`src/rtl/lfu_cache_lru_tiebreak_top_assert.svh`:
```
// Assertion macros shared by the cache RTL.
// Included by lfuc_store and lfu_cache_lru_tiebreak_top; no other dependencies.
`ifndef LFU_CACHE_LRU_TIEBREAK_TOP_ASSERT_SVH
`define LFU_CACHE_LRU_TIEBREAK_TOP_ASSERT_SVH

// same-cycle implication, disabled while reset is low
`define LFUC_ASSERT_NOW(label, clk, rst_n, ante, cons, msg) \
    label: assert property (@(posedge clk) disable iff (!rst_n) (ante) |-> (cons)) \
        else $error(msg);

// next-cycle implication, disabled while reset is low
`define LFUC_ASSERT_NEXT(label, clk, rst_n, ante, cons, msg) \
    label: assert property (@(posedge clk) disable iff (!rst_n) (ante) |=> (cons)) \
        else $error(msg);

`endif

```
`src/rtl/lfuc_pkg.sv`:
```
// Shared types and constants for the LFU cache.
// No dependencies.
`default_nettype none

package lfuc_pkg;

    localparam int KEY_W     = 32;
    localparam int VAL_W     = 32;
    localparam int CAP_REG_W = 5;

    localparam logic [CAP_REG_W-1:0] CAP_RESET = 5'd16;

    localparam logic OP_GET = 1'b0;
    localparam logic OP_PUT = 1'b1;

    typedef struct packed {
        logic                    operation;
        logic signed [KEY_W-1:0] key;
        logic signed [VAL_W-1:0] put_value;
    } t_req;

    typedef struct packed {
        logic                    hit;
        logic signed [VAL_W-1:0] read_value;
        logic                    evicted;
        logic signed [KEY_W-1:0] evicted_key;
    } t_rsp;

    // outcome of one scan over all slots
    typedef struct packed {
        logic match;
        logic free;
        logic victim;
    } t_scan_flags;

endpackage

`default_nettype wire

```
`src/rtl/lfuc_store.sv`:
```
// Slot storage: key, value, count and rank memories plus per-slot valid bits.
// One registered read port, one write port per memory. Uses lfuc_pkg.
`default_nettype none

`include "lfu_cache_lru_tiebreak_top_assert.svh"

module lfuc_store #(
    parameter int CAPACITY   = 16,
    parameter int COUNT_BITS = 16,
    parameter int IDX_W      = 4
) (
    input  wire                        i_clk,
    input  wire                        i_rst_n,
    // read port
    input  wire                        i_rd_en,
    input  wire  [IDX_W-1:0]           i_rd_idx,
    output logic                       o_rd_vld,
    output logic [IDX_W-1:0]           o_rd_idx,
    output logic                       o_rd_valid_bit,
    output logic [lfuc_pkg::KEY_W-1:0] o_rd_key,
    output logic [lfuc_pkg::VAL_W-1:0] o_rd_value,
    output logic [COUNT_BITS-1:0]      o_rd_count,
    output logic [IDX_W-1:0]           o_rd_rank,
    // rank-only write
    input  wire                        i_rank_we,
    input  wire  [IDX_W-1:0]           i_rank_idx,
    input  wire  [IDX_W-1:0]           i_rank_data,
    // full entry write, rank set to most recent
    input  wire                        i_ent_we,
    input  wire  [IDX_W-1:0]           i_ent_idx,
    input  wire  [lfuc_pkg::KEY_W-1:0] i_ent_key,
    input  wire  [lfuc_pkg::VAL_W-1:0] i_ent_value,
    input  wire  [COUNT_BITS-1:0]      i_ent_count
);

    logic [lfuc_pkg::KEY_W-1:0] r_key_mem   [CAPACITY];
    logic [lfuc_pkg::VAL_W-1:0] r_value_mem [CAPACITY];
    logic [COUNT_BITS-1:0]      r_count_mem [CAPACITY];
    logic [IDX_W-1:0]           r_rank_mem  [CAPACITY];
    logic [CAPACITY-1:0]        r_valid;

    logic                       w_rank_we;
    logic [IDX_W-1:0]           w_rank_addr;
    logic [IDX_W-1:0]           w_rank_wdata;

    // entry writes and rank sweep writes never share a cycle
    assign w_rank_we    = i_rank_we | i_ent_we;
    assign w_rank_addr  = i_ent_we ? i_ent_idx : i_rank_idx;
    assign w_rank_wdata = i_ent_we ? '0 : i_rank_data;

    always_ff @(posedge i_clk) begin
        if (i_ent_we) begin
            r_key_mem[i_ent_idx]   <= i_ent_key;
            r_value_mem[i_ent_idx] <= i_ent_value;
            r_count_mem[i_ent_idx] <= i_ent_count;
        end
        if (w_rank_we) begin
            r_rank_mem[w_rank_addr] <= w_rank_wdata;
        end
        if (i_rd_en) begin
            o_rd_idx       <= i_rd_idx;
            o_rd_valid_bit <= r_valid[i_rd_idx];
            o_rd_key       <= r_key_mem[i_rd_idx];
            o_rd_value     <= r_value_mem[i_rd_idx];
            o_rd_count     <= r_count_mem[i_rd_idx];
            o_rd_rank      <= r_rank_mem[i_rd_idx];
        end
    end

    always_ff @(posedge i_clk) begin
        if (!i_rst_n) begin
            r_valid  <= '0;
            o_rd_vld <= 1'b0;
        end else begin
            o_rd_vld <= i_rd_en;
            if (i_ent_we) begin
                r_valid[i_ent_idx] <= 1'b1;
            end
        end
    end

    `LFUC_ASSERT_NOW(a_rank_wr_valid, i_clk, i_rst_n, i_rank_we, r_valid[i_rank_idx], "rank write to empty slot")
    `LFUC_ASSERT_NEXT(a_ent_sets_valid, i_clk, i_rst_n, i_ent_we, r_valid[$past(i_ent_idx)], "entry write left slot invalid")
    `LFUC_ASSERT_NOW(a_wr_no_overlap, i_clk, i_rst_n, i_ent_we, !i_rank_we, "entry and rank writes together")

endmodule

`default_nettype wire

```
`src/rtl/lfuc_scan.sv`:
```
// Shared compare unit: folds one slot per step into match, free-slot,
// occupancy and victim (min count, oldest on tie) results. Uses lfuc_pkg.
`default_nettype none

module lfuc_scan #(
    parameter int COUNT_BITS = 16,
    parameter int IDX_W      = 4,
    parameter int USED_W     = 5
) (
    input  wire                         i_clk,
    input  wire                         i_rst_n,
    input  wire                         i_clear,
    input  wire                         i_step,
    input  wire  [lfuc_pkg::KEY_W-1:0]  i_key_ref,
    input  wire  [IDX_W-1:0]            i_idx,
    input  wire                         i_valid_bit,
    input  wire  [lfuc_pkg::KEY_W-1:0]  i_key,
    input  wire  [lfuc_pkg::VAL_W-1:0]  i_value,
    input  wire  [COUNT_BITS-1:0]       i_count,
    input  wire  [IDX_W-1:0]            i_rank,
    output lfuc_pkg::t_scan_flags       o_flags,
    output logic [IDX_W-1:0]            o_match_idx,
    output logic [lfuc_pkg::VAL_W-1:0]  o_match_value,
    output logic [COUNT_BITS-1:0]       o_match_count,
    output logic [IDX_W-1:0]            o_match_rank,
    output logic [IDX_W-1:0]            o_free_idx,
    output logic [USED_W-1:0]           o_used,
    output logic [IDX_W-1:0]            o_victim_idx,
    output logic [lfuc_pkg::KEY_W-1:0]  o_victim_key,
    output logic [IDX_W-1:0]            o_victim_rank
);

    logic [COUNT_BITS-1:0] r_victim_count;
    logic                  w_is_match;
    logic                  w_is_free;
    logic                  w_better;

    assign w_is_match = i_valid_bit && (i_key == i_key_ref) && !o_flags.match;
    assign w_is_free  = !i_valid_bit && !o_flags.free;
    // lower count wins; equal count goes to the older (higher rank) slot
    assign w_better   = i_valid_bit &&
                        (!o_flags.victim || (i_count < r_victim_count) ||
                         ((i_count == r_victim_count) && (i_rank > o_victim_rank)));

    always_ff @(posedge i_clk) begin
        if (!i_rst_n) begin
            o_flags <= '0;
            o_used  <= '0;
        end else if (i_clear) begin
            o_flags <= '0;
            o_used  <= '0;
        end else if (i_step) begin
            if (w_is_match) begin
                o_flags.match <= 1'b1;
            end
            if (w_is_free) begin
                o_flags.free <= 1'b1;
            end
            if (w_better) begin
                o_flags.victim <= 1'b1;
            end
            if (i_valid_bit) begin
                o_used <= o_used + USED_W'(1);
            end
        end
    end

    always_ff @(posedge i_clk) begin
        if (i_step) begin
            if (w_is_match) begin
                o_match_idx   <= i_idx;
                o_match_value <= i_value;
                o_match_count <= i_count;
                o_match_rank  <= i_rank;
            end
            if (w_is_free) begin
                o_free_idx <= i_idx;
            end
            if (w_better) begin
                o_victim_idx   <= i_idx;
                o_victim_key   <= i_key;
                o_victim_rank  <= i_rank;
                r_victim_count <= i_count;
            end
        end
    end

endmodule

`default_nettype wire

```
`src/rtl/lfu_cache_lru_tiebreak_top.sv`:
```
// LFU key-value cache with LRU tie-break, top level. Uses lfuc_pkg, lfuc_store
// and lfuc_scan. Each request first sweeps all CAPACITY slots through the
// shared compare unit, one slot per cycle, to find a key match, a free slot and
// the eviction victim. A get miss, or a put while the capacity register is zero,
// then goes from the decide state straight to the done state. Any request that
// changes the store makes a second sweep over the rank memory (one read per
// cycle, with a write for each slot whose rank ages) and then a commit state.
// The slot memories' single read port sets both sweeps. Requests are taken only
// while the sequencer is idle; a finished response sits in the output register
// until taken, and the next request may be accepted meanwhile. No clearing pass
// is needed after reset.
`default_nettype none

`include "lfu_cache_lru_tiebreak_top_assert.svh"

module lfu_cache_lru_tiebreak_top #(
    parameter int CAPACITY   = 16,
    parameter int COUNT_BITS = 16
) (
    input  wire                              i_clk,
    input  wire                              i_rst_n,
    input  wire                              i_in_valid,
    output logic                             o_in_stall,
    input  lfuc_pkg::t_req                   i_in_data,
    output logic                             o_out_valid,
    input  wire                              i_out_stall,
    output lfuc_pkg::t_rsp                   o_out_data,
    input  wire                              i_cfg_we,
    input  wire  [lfuc_pkg::CAP_REG_W-1:0]   i_cfg_wdata
);

    localparam int IDX_W  = (CAPACITY > 1) ? $clog2(CAPACITY) : 1;
    localparam int USED_W = $clog2(CAPACITY + 1);
    localparam int CAPW   = (USED_W > lfuc_pkg::CAP_REG_W) ? USED_W : lfuc_pkg::CAP_REG_W;
    localparam logic [IDX_W-1:0] LAST_IDX = IDX_W'(CAPACITY - 1);
    localparam logic [CAPW-1:0]  CAP_MAX  = CAPW'(CAPACITY);

    typedef enum logic [2:0] {
        S_IDLE,
        S_SCAN,
        S_SCAN_END,
        S_DECIDE,
        S_RANK,
        S_RANK_END,
        S_COMMIT,
        S_DONE
    } t_state;

    t_state                          r_state;
    logic [IDX_W-1:0]                r_idx;
    logic [lfuc_pkg::CAP_REG_W-1:0]  r_capacity;
    lfuc_pkg::t_req                  r_req;
    logic                            r_all_inc;
    logic [IDX_W-1:0]                r_pivot;
    logic [IDX_W-1:0]                r_slot;
    logic [lfuc_pkg::VAL_W-1:0]      r_new_value;
    logic [COUNT_BITS-1:0]           r_new_count;
    lfuc_pkg::t_rsp                  r_rsp;

    logic                            n_update;
    logic                            n_all_inc;
    logic [IDX_W-1:0]                n_pivot;
    logic [IDX_W-1:0]                n_slot;
    logic [lfuc_pkg::VAL_W-1:0]      n_new_value;
    logic [COUNT_BITS-1:0]           n_new_count;
    lfuc_pkg::t_rsp                  n_rsp;

    // store read side
    logic                            rd_en;
    logic                            rd_vld;
    logic [IDX_W-1:0]                rd_idx;
    logic                            rd_valid_bit;
    logic [lfuc_pkg::KEY_W-1:0]      rd_key;
    logic [lfuc_pkg::VAL_W-1:0]      rd_value;
    logic [COUNT_BITS-1:0]           rd_count;
    logic [IDX_W-1:0]                rd_rank;

    logic                            rank_we;
    logic                            ent_we;
    logic                            in_accept;
    logic                            out_free;
    logic                            in_rank_pass;

    // scan results
    lfuc_pkg::t_scan_flags           sc_flags;
    logic [IDX_W-1:0]                sc_match_idx;
    logic [lfuc_pkg::VAL_W-1:0]      sc_match_value;
    logic [COUNT_BITS-1:0]           sc_match_count;
    logic [IDX_W-1:0]                sc_match_rank;
    logic [IDX_W-1:0]                sc_free_idx;
    logic [USED_W-1:0]               sc_used;
    logic [IDX_W-1:0]                sc_victim_idx;
    logic [lfuc_pkg::KEY_W-1:0]      sc_victim_key;
    logic [IDX_W-1:0]                sc_victim_rank;

    logic [CAPW-1:0]                 cap_eff;
    logic                            cap_zero;
    logic                            is_put;
    logic                            put_miss;
    logic                            need_evict;
    logic [COUNT_BITS-1:0]           cnt_inc;

    assign in_accept    = i_in_valid && !o_in_stall;
    assign o_in_stall   = (r_state != S_IDLE);
    assign out_free     = !o_out_valid || !i_out_stall;
    assign rd_en        = (r_state == S_SCAN) || (r_state == S_RANK);
    assign in_rank_pass = (r_state == S_RANK) || (r_state == S_RANK_END);
    // touch: slots newer than the pivot age by one; plain insert ages everyone
    assign rank_we      = rd_vld && in_rank_pass && rd_valid_bit &&
                          (r_all_inc || (rd_rank < r_pivot));
    assign ent_we       = (r_state == S_COMMIT);

    assign cap_eff    = (CAPW'(r_capacity) > CAP_MAX) ? CAP_MAX : CAPW'(r_capacity);
    assign cap_zero   = (cap_eff == '0);
    assign is_put     = (r_req.operation == lfuc_pkg::OP_PUT);
    assign put_miss   = is_put && !cap_zero && !sc_flags.match;
    assign need_evict = put_miss && (CAPW'(sc_used) >= cap_eff);
    assign cnt_inc    = (sc_match_count == '1) ? sc_match_count
                                               : sc_match_count + COUNT_BITS'(1);

    always_comb begin
        n_update    = 1'b0;
        n_all_inc   = 1'b0;
        n_pivot     = sc_match_rank;
        n_slot      = sc_match_idx;
        n_new_value = sc_match_value;
        n_new_count = cnt_inc;
        n_rsp       = '0;
        n_rsp.hit   = sc_flags.match;
        if (!is_put) begin
            if (sc_flags.match) begin
                n_update         = 1'b1;
                n_rsp.read_value = sc_match_value;
            end
        end else if (!cap_zero) begin
            n_update    = 1'b1;
            n_new_value = r_req.put_value;
            if (!sc_flags.match) begin
                n_new_count = COUNT_BITS'(1);
                if (need_evict) begin
                    n_pivot           = sc_victim_rank;
                    n_slot            = sc_victim_idx;
                    n_rsp.evicted     = 1'b1;
                    n_rsp.evicted_key = sc_victim_key;
                end else begin
                    n_all_inc = 1'b1;
                    n_slot    = sc_free_idx;
                end
            end
        end
    end

    // sequencer and control registers
    always_ff @(posedge i_clk) begin
        if (!i_rst_n) begin
            r_state     <= S_IDLE;
            r_idx       <= '0;
            r_capacity  <= lfuc_pkg::CAP_RESET;
            o_out_valid <= 1'b0;
        end else begin
            if (i_cfg_we) begin
                r_capacity <= i_cfg_wdata;
            end
            if (o_out_valid && !i_out_stall && (r_state != S_DONE)) begin
                o_out_valid <= 1'b0;
            end
            case (r_state)
                S_IDLE: begin
                    if (in_accept) begin
                        r_state <= S_SCAN;
                        r_idx   <= '0;
                    end
                end
                S_SCAN: begin
                    r_idx <= r_idx + IDX_W'(1);
                    if (r_idx == LAST_IDX) begin
                        r_state <= S_SCAN_END;
                    end
                end
                S_SCAN_END: begin
                    r_state <= S_DECIDE;
                end
                S_DECIDE: begin
                    r_idx   <= '0;
                    r_state <= n_update ? S_RANK : S_DONE;
                end
                S_RANK: begin
                    r_idx <= r_idx + IDX_W'(1);
                    if (r_idx == LAST_IDX) begin
                        r_state <= S_RANK_END;
                    end
                end
                S_RANK_END: begin
                    r_state <= S_COMMIT;
                end
                S_COMMIT: begin
                    r_state <= S_DONE;
                end
                S_DONE: begin
                    if (out_free) begin
                        o_out_valid <= 1'b1;
                        o_out_data  <= r_rsp;
                        r_state     <= S_IDLE;
                    end
                end
                default: begin
                    r_state <= S_IDLE;
                end
            endcase
        end
    end

    // payload registers
    always_ff @(posedge i_clk) begin
        if (in_accept) begin
            r_req <= i_in_data;
        end
        if (r_state == S_DECIDE) begin
            r_all_inc   <= n_all_inc;
            r_pivot     <= n_pivot;
            r_slot      <= n_slot;
            r_new_value <= n_new_value;
            r_new_count <= n_new_count;
            r_rsp       <= n_rsp;
        end
    end

    lfuc_store #(
        .CAPACITY   (CAPACITY),
        .COUNT_BITS (COUNT_BITS),
        .IDX_W      (IDX_W)
    ) u_store (
        .i_clk          (i_clk),
        .i_rst_n        (i_rst_n),
        .i_rd_en        (rd_en),
        .i_rd_idx       (r_idx),
        .o_rd_vld       (rd_vld),
        .o_rd_idx       (rd_idx),
        .o_rd_valid_bit (rd_valid_bit),
        .o_rd_key       (rd_key),
        .o_rd_value     (rd_value),
        .o_rd_count     (rd_count),
        .o_rd_rank      (rd_rank),
        .i_rank_we      (rank_we),
        .i_rank_idx     (rd_idx),
        .i_rank_data    (rd_rank + IDX_W'(1)),
        .i_ent_we       (ent_we),
        .i_ent_idx      (r_slot),
        .i_ent_key      (r_req.key),
        .i_ent_value    (r_new_value),
        .i_ent_count    (r_new_count)
    );

    lfuc_scan #(
        .COUNT_BITS (COUNT_BITS),
        .IDX_W      (IDX_W),
        .USED_W     (USED_W)
    ) u_scan (
        .i_clk          (i_clk),
        .i_rst_n        (i_rst_n),
        .i_clear        (in_accept),
        .i_step         (rd_vld && !in_rank_pass),
        .i_key_ref      (r_req.key),
        .i_idx          (rd_idx),
        .i_valid_bit    (rd_valid_bit),
        .i_key          (rd_key),
        .i_value        (rd_value),
        .i_count        (rd_count),
        .i_rank         (rd_rank),
        .o_flags        (sc_flags),
        .o_match_idx    (sc_match_idx),
        .o_match_value  (sc_match_value),
        .o_match_count  (sc_match_count),
        .o_match_rank   (sc_match_rank),
        .o_free_idx     (sc_free_idx),
        .o_used         (sc_used),
        .o_victim_idx   (sc_victim_idx),
        .o_victim_key   (sc_victim_key),
        .o_victim_rank  (sc_victim_rank)
    );

    `LFUC_ASSERT_NOW(a_victim_found, i_clk, i_rst_n, (r_state == S_DECIDE) && need_evict, sc_flags.victim, "full store but no victim")
    `LFUC_ASSERT_NOW(a_free_found, i_clk, i_rst_n, (r_state == S_DECIDE) && put_miss && !need_evict, sc_flags.free, "room left but no free slot")
    `LFUC_ASSERT_NOW(a_evict_not_hit, i_clk, i_rst_n, o_out_valid, !(o_out_data.evicted && o_out_data.hit), "eviction on a hit")
    `LFUC_ASSERT_NOW(a_miss_zero_read, i_clk, i_rst_n, o_out_valid && !o_out_data.hit, o_out_data.read_value == '0, "read data on a miss")

endmodule

`default_nettype wire

```
`config.mk`:
```
export PLATFORM = sky130hd
export DESIGN_NAME = lfu_cache_lru_tiebreak_top
export DESIGN_NICKNAME = d
export VERILOG_FILES = /design/src/rtl/lfuc_pkg.sv /design/src/rtl/lfuc_store.sv /design/src/rtl/lfuc_scan.sv /design/src/rtl/lfu_cache_lru_tiebreak_top.sv
export VERILOG_INCLUDE_DIRS = /design/src /design/src/rtl
export SDC_FILE = /design/constraint.sdc
export NUM_CORES = 2
export LEC_CHECK = 0
export BUFFER_PORTS_ARGS = -buffer_cell sky130_fd_sc_hd__clkbuf_2
export CAP_MARGIN = 20
export CORE_UTILIZATION = 65
export DETAILED_ROUTE_END_ITERATION = 8
export PLACE_DENSITY_LB_ADDON = 0.05
export SYNTH_ARGS = -nofsm -noshare
export SYNTH_HDL_FRONTEND = slang
export SYNTH_SLANG_ARGS = --single-unit
```
`constraint.sdc`:
```
create_clock -name i_clk -period 10.8 [get_ports i_clk]
set_input_delay 1.08 -clock i_clk [delete_from_list [all_inputs] [get_ports i_clk]]
set_output_delay 1.08 -clock i_clk [all_outputs]
set_load 0.01 [all_outputs]
```
==> impl_metrics.yaml <==
status:
  status: "complete, no violations"
synthesis:
  synth_cells: 2915
  netlist_area_sq_um: 68600
  ys.flop_type: "edfxtp_1"
  ys_seq_elements: 1841
  yosysWarnings: 0
  synth_edf_count: 1803
  synthArstFlopShare_pct: 0
  netlist-cell-type-count: 51
  seq_area_frac_synth_pct: 80.0
  syn-num-nets: 3022
  postSynthAreaPerCell_sq_um: 23.5
floorplanning:
  dieArea_sq_um: 107000
  core.rowCount: 118
  die_w_um: 327
  fp.coreArea_sq_um: 104000
  ios: 143
  die_h_um: 327
  start_util_pct: 65.9
critical_path:
  r2r-start: "r_req[46]$_DFFE_PP_"
  crit_path_end_kind: "flip-flop"
  cp.required_ps: 11200
  cp_max_fo: 42
  rr_endpoint: "u_scan.o_match_value[24]$_DFFE_PP_"
  r2r_cells: 6
  crit_type: "reg -> reg"
  reg2reg_slack_ps: 6590
  crit_arrival_ps: 4610
  cp-start-kind: "flip-flop"
global_routing:
  track_usage_pct: 28.9
  grt_pass1_vias: 32400
  antenna_found_initial: 5
  grt_overflow: 0
  grt_pass1_wl_um: 218000
  grt_max_degree: 160
sta:
  tns_ps: 0
  rsz0062_at_grt: "no"
  slew_headroom_pct: 23.2
  slew_viol_final: 0
  fin_skew_ps: 23.5
  min_period_over_period_pct: 39.0
  setup_violations: 0
  tightest_slew_ps: 1150
  max_freq_ghz: 0.237
  fin_crit_ps: 4210
  finalHoldViolCount: 0
final_layout:
  antenna_cells: 0
  fin_cells: 4694
  area_growth_pct: 11.9
  nets: 3273
  drive_above_1_share_pct: 28.4
clock_network:
  numCtsBuffers: 175
  cts_tree: "yes"
  cts_resized: 0
  clkSinkCount: 1841
  htree_levels: 4
  clkLatencyLatePin_ps: 770
  clkSlewWorstSetupHoldPaths_ps: 60
  cts_buffer_depth: 3
  root_buffer: "clkbuf_16"
  hold_buffers: 0
  post_cts_buffers: 0
place:
  numPortBuffers: 142
  place_congestion: 0.817
  placedCellCount: 4368
  dp_hpwl_um: 73800
routing:
  wl_um: 150000
  drt_first_pass_iters: 5
  ant_nets: 0
  routedWlPerCell_um: 32.0
  post-route-drc-count: 0
  via_per_inst: 6.66
  vias: 31300
  first_iter_violations: 3853
hold_path:
  min_path_type: "reg -> reg"
  hold_end: "u_scan.o_match_value[15]$_DFFE_PP_"
  holdPathStages: 0
  hp-start: "u_store.o_rd_value[15]$_DFFE_PP_"
power_and_ir_drop:
  p_leak_uw: 0.0240
  p_int_uw: 13200
  sequentialPowerShare_pct: 52.1
  clkPwrFrac_pct: 35.8
  p_per_area_nw_per_um2: 224
  p_sw_uw: 4060
  power_frac_comb_pct: 12.1
  p_sw_share_pct: 23.6
  max-vdd-ir-drop_mv: 0.199
flow_run:
  cap_violations: 0
state kept, by name (all words and copies together), names as in the netlist, 32 cells and up:
name	cells
u_store.o_rd_key	32
r_new_value	32
u_scan.o_victim_key	32
u_store.o_rd_value	32
u_store.r_value_mem	512
u_store.r_key_mem	512
r_req	64
u_store.r_rank_mem	64
r_rsp	66
u_store.r_count_mem	256
o_out_data	66
u_scan.o_match_value	32
metal layers:
metal,wire [um],vias up,track usage (%)
met3,12100,224,4.63
met2,75800,1576,46.8
li1,-,12700,-
met4,2960,2,7.65
met5,13,-,0
met1,59200,16700,42.1
power groups by stage:
stage / Sequential [uW] / Combinational (uW) / Clock [uW]
6_report: 8970 / 2080 / 6170
5_1_grt: 9010 / 2230 / 6500
4_1_cts: 8970 / 2110 / 6240
3_5_place_dp: 9110 / 2090 / 0
3_3_place_gp: 9070 / 2040 / 0
2_1_floorplan: 8940 / 1660 / 0
stage by stage:
step                      power [uW]  area [sq um]  hold slack (ps)  setup WS [ps]  utilization, %
after floorplan                10600         68600              400           3620               -
after global placement         11100         71000              401           6730            68.2
after detailed placement       11200         71000              405           6690            68.2
after CTS                      17300         76800              416           6620            73.8
after global routing           17700         76800              424           6420            73.8
final                          17200         76800              415           6590            73.8
cell type report:
cell class	instances	area, sq um
tap	1380	1730
fill	5710	27300
clock buffer	223	4700
inverter	34	128
multi-input combinational	914	13000
clock inverter	102	1100
timing repair buffer	200	1180
sequential	1841	54900
cell usage after synthesis (2+ instances only):
cell | instances | share of area, %
edfxtp_1 | 1803 | 79
mux4_2 | 425 | 14
nor2_1 | 99 | 0.54
clkbuf_1 | 65 | 0.36
dfxtp_1 | 38 | 1.1
xnor2_1 | 38 | 0.49
and3_1 | 36 | 0.33
and2_1 | 35 | 0.32
inv_1 | 33 | 0.18
mux2_2 | 33 | 0.54
ha_1 | 32 | 0.58
buf_6 | 30 | 0.49
nand2_1 | 30 | 0.16
a21oi_1 | 25 | 0.18
nand4_1 | 20 | 0.18
buf_2 | 19 | 0.14
nor3_1 | 19 | 0.14
o21ai_0 | 13 | 0.095
mux2i_1 | 11 | 0.16
nand3_1 | 11 | 0.080
xor2_1 | 11 | 0.14
buf_1 | 10 | 0.055
a31oi_1 | 9 | 0.082
nand2b_1 | 7 | 0.064
o211ai_1 | 7 | 0.077
nand3b_1 | 6 | 0.066
nor2b_1 | 6 | 0.055
a211oi_1 | 5 | 0.055
mux2_4 | 4 | 0.088
and3b_1 | 3 | 0.038
and4_1 | 3 | 0.038
nor4_1 | 3 | 0.027
or3_1 | 3 | 0.027
a21o_1 | 2 | 0.022
buf_4 | 2 | 0.022
o21ai_1 | 2 | 0.015
o22ai_1 | 2 | 0.018
o31ai_1 | 2 | 0.022
critical path: stages, from the launching register on:
cell and delay (ps):
edfxtp_1 600, xnor2_1 330, nand4_1 250, nor4_1 910
nand4_1 360, nor2_4 570, buf_4 770
cell usage in the layout, fill, tap and decap left out, drive strengths merged, types with 3 or more instances in the layout:
master / instances
a211oi: 5
a21oi: 25
a31oi: 9
and2: 35
and3: 36
and3b: 3
and4: 3
buf: 58
bufinv: 23
clkbuf: 365
clkinv: 70
clkinvlp: 6
dfxtp: 38
edfxtp: 1803
ha: 32
inv: 37
mux2: 37
mux2i: 11
mux4: 425
nand2: 30
nand2b: 7
nand3: 11
nand3b: 6
nand4: 20
nor2: 100
nor2b: 6
nor3: 19
nor4: 3
o211ai: 7
o21ai: 16
or3: 3
xnor2: 38
xor2: 11
logic make-up (layout without fill, tap and decap cells):
| kind of cell | Yosys count | count (layout) | synth area share (%) |
|---|---|---|---|
| AO/OA/AOI/OAI | 75 | 75 | 0.671 |
| XOR/XNOR | 49 | 49 | 0.625 |
| adder cells (fa/ha/maj) | 32 | 32 | 0.584 |
| buffers and inverters | 160 | 559 | 1.25 |
| flip-flops | 1841 | 1841 | 80.0 |
| multiplexers | 473 | 473 | 14.7 |
| AND/OR/NAND/NOR | 285 | 285 | 2.11 |
how the worst max path moves through the flow:
stage / end / slack (ps) / cells after the start / start
global placement: u_scan.o_match_value[19]$_DFFE_PP_ / 6730 / 6 / r_req[47]$_DFFE_PP_
global route: u_scan.o_match_value[20]$_DFFE_PP_ / 6420 / 6 / r_req[46]$_DFFE_PP_
CTS: u_scan.o_match_value[28]$_DFFE_PP_ / 6620 / 6 / r_req[46]$_DFFE_PP_
floorplan: u_store.r_count_mem[0][0]$_DFFE_PP_ / 3620 / 4 / r_state[0]$_SDFFE_PN0P_
detailed placement: u_store.o_rd_key[22]$_DFFE_PP_ / 6690 / 4 / r_idx[0]$_SDFFE_PN0P_
finish: u_scan.o_match_value[24]$_DFFE_PP_ / 6590 / 6 / r_req[46]$_DFFE_PP_
Power figures use the tool's default switching activity.
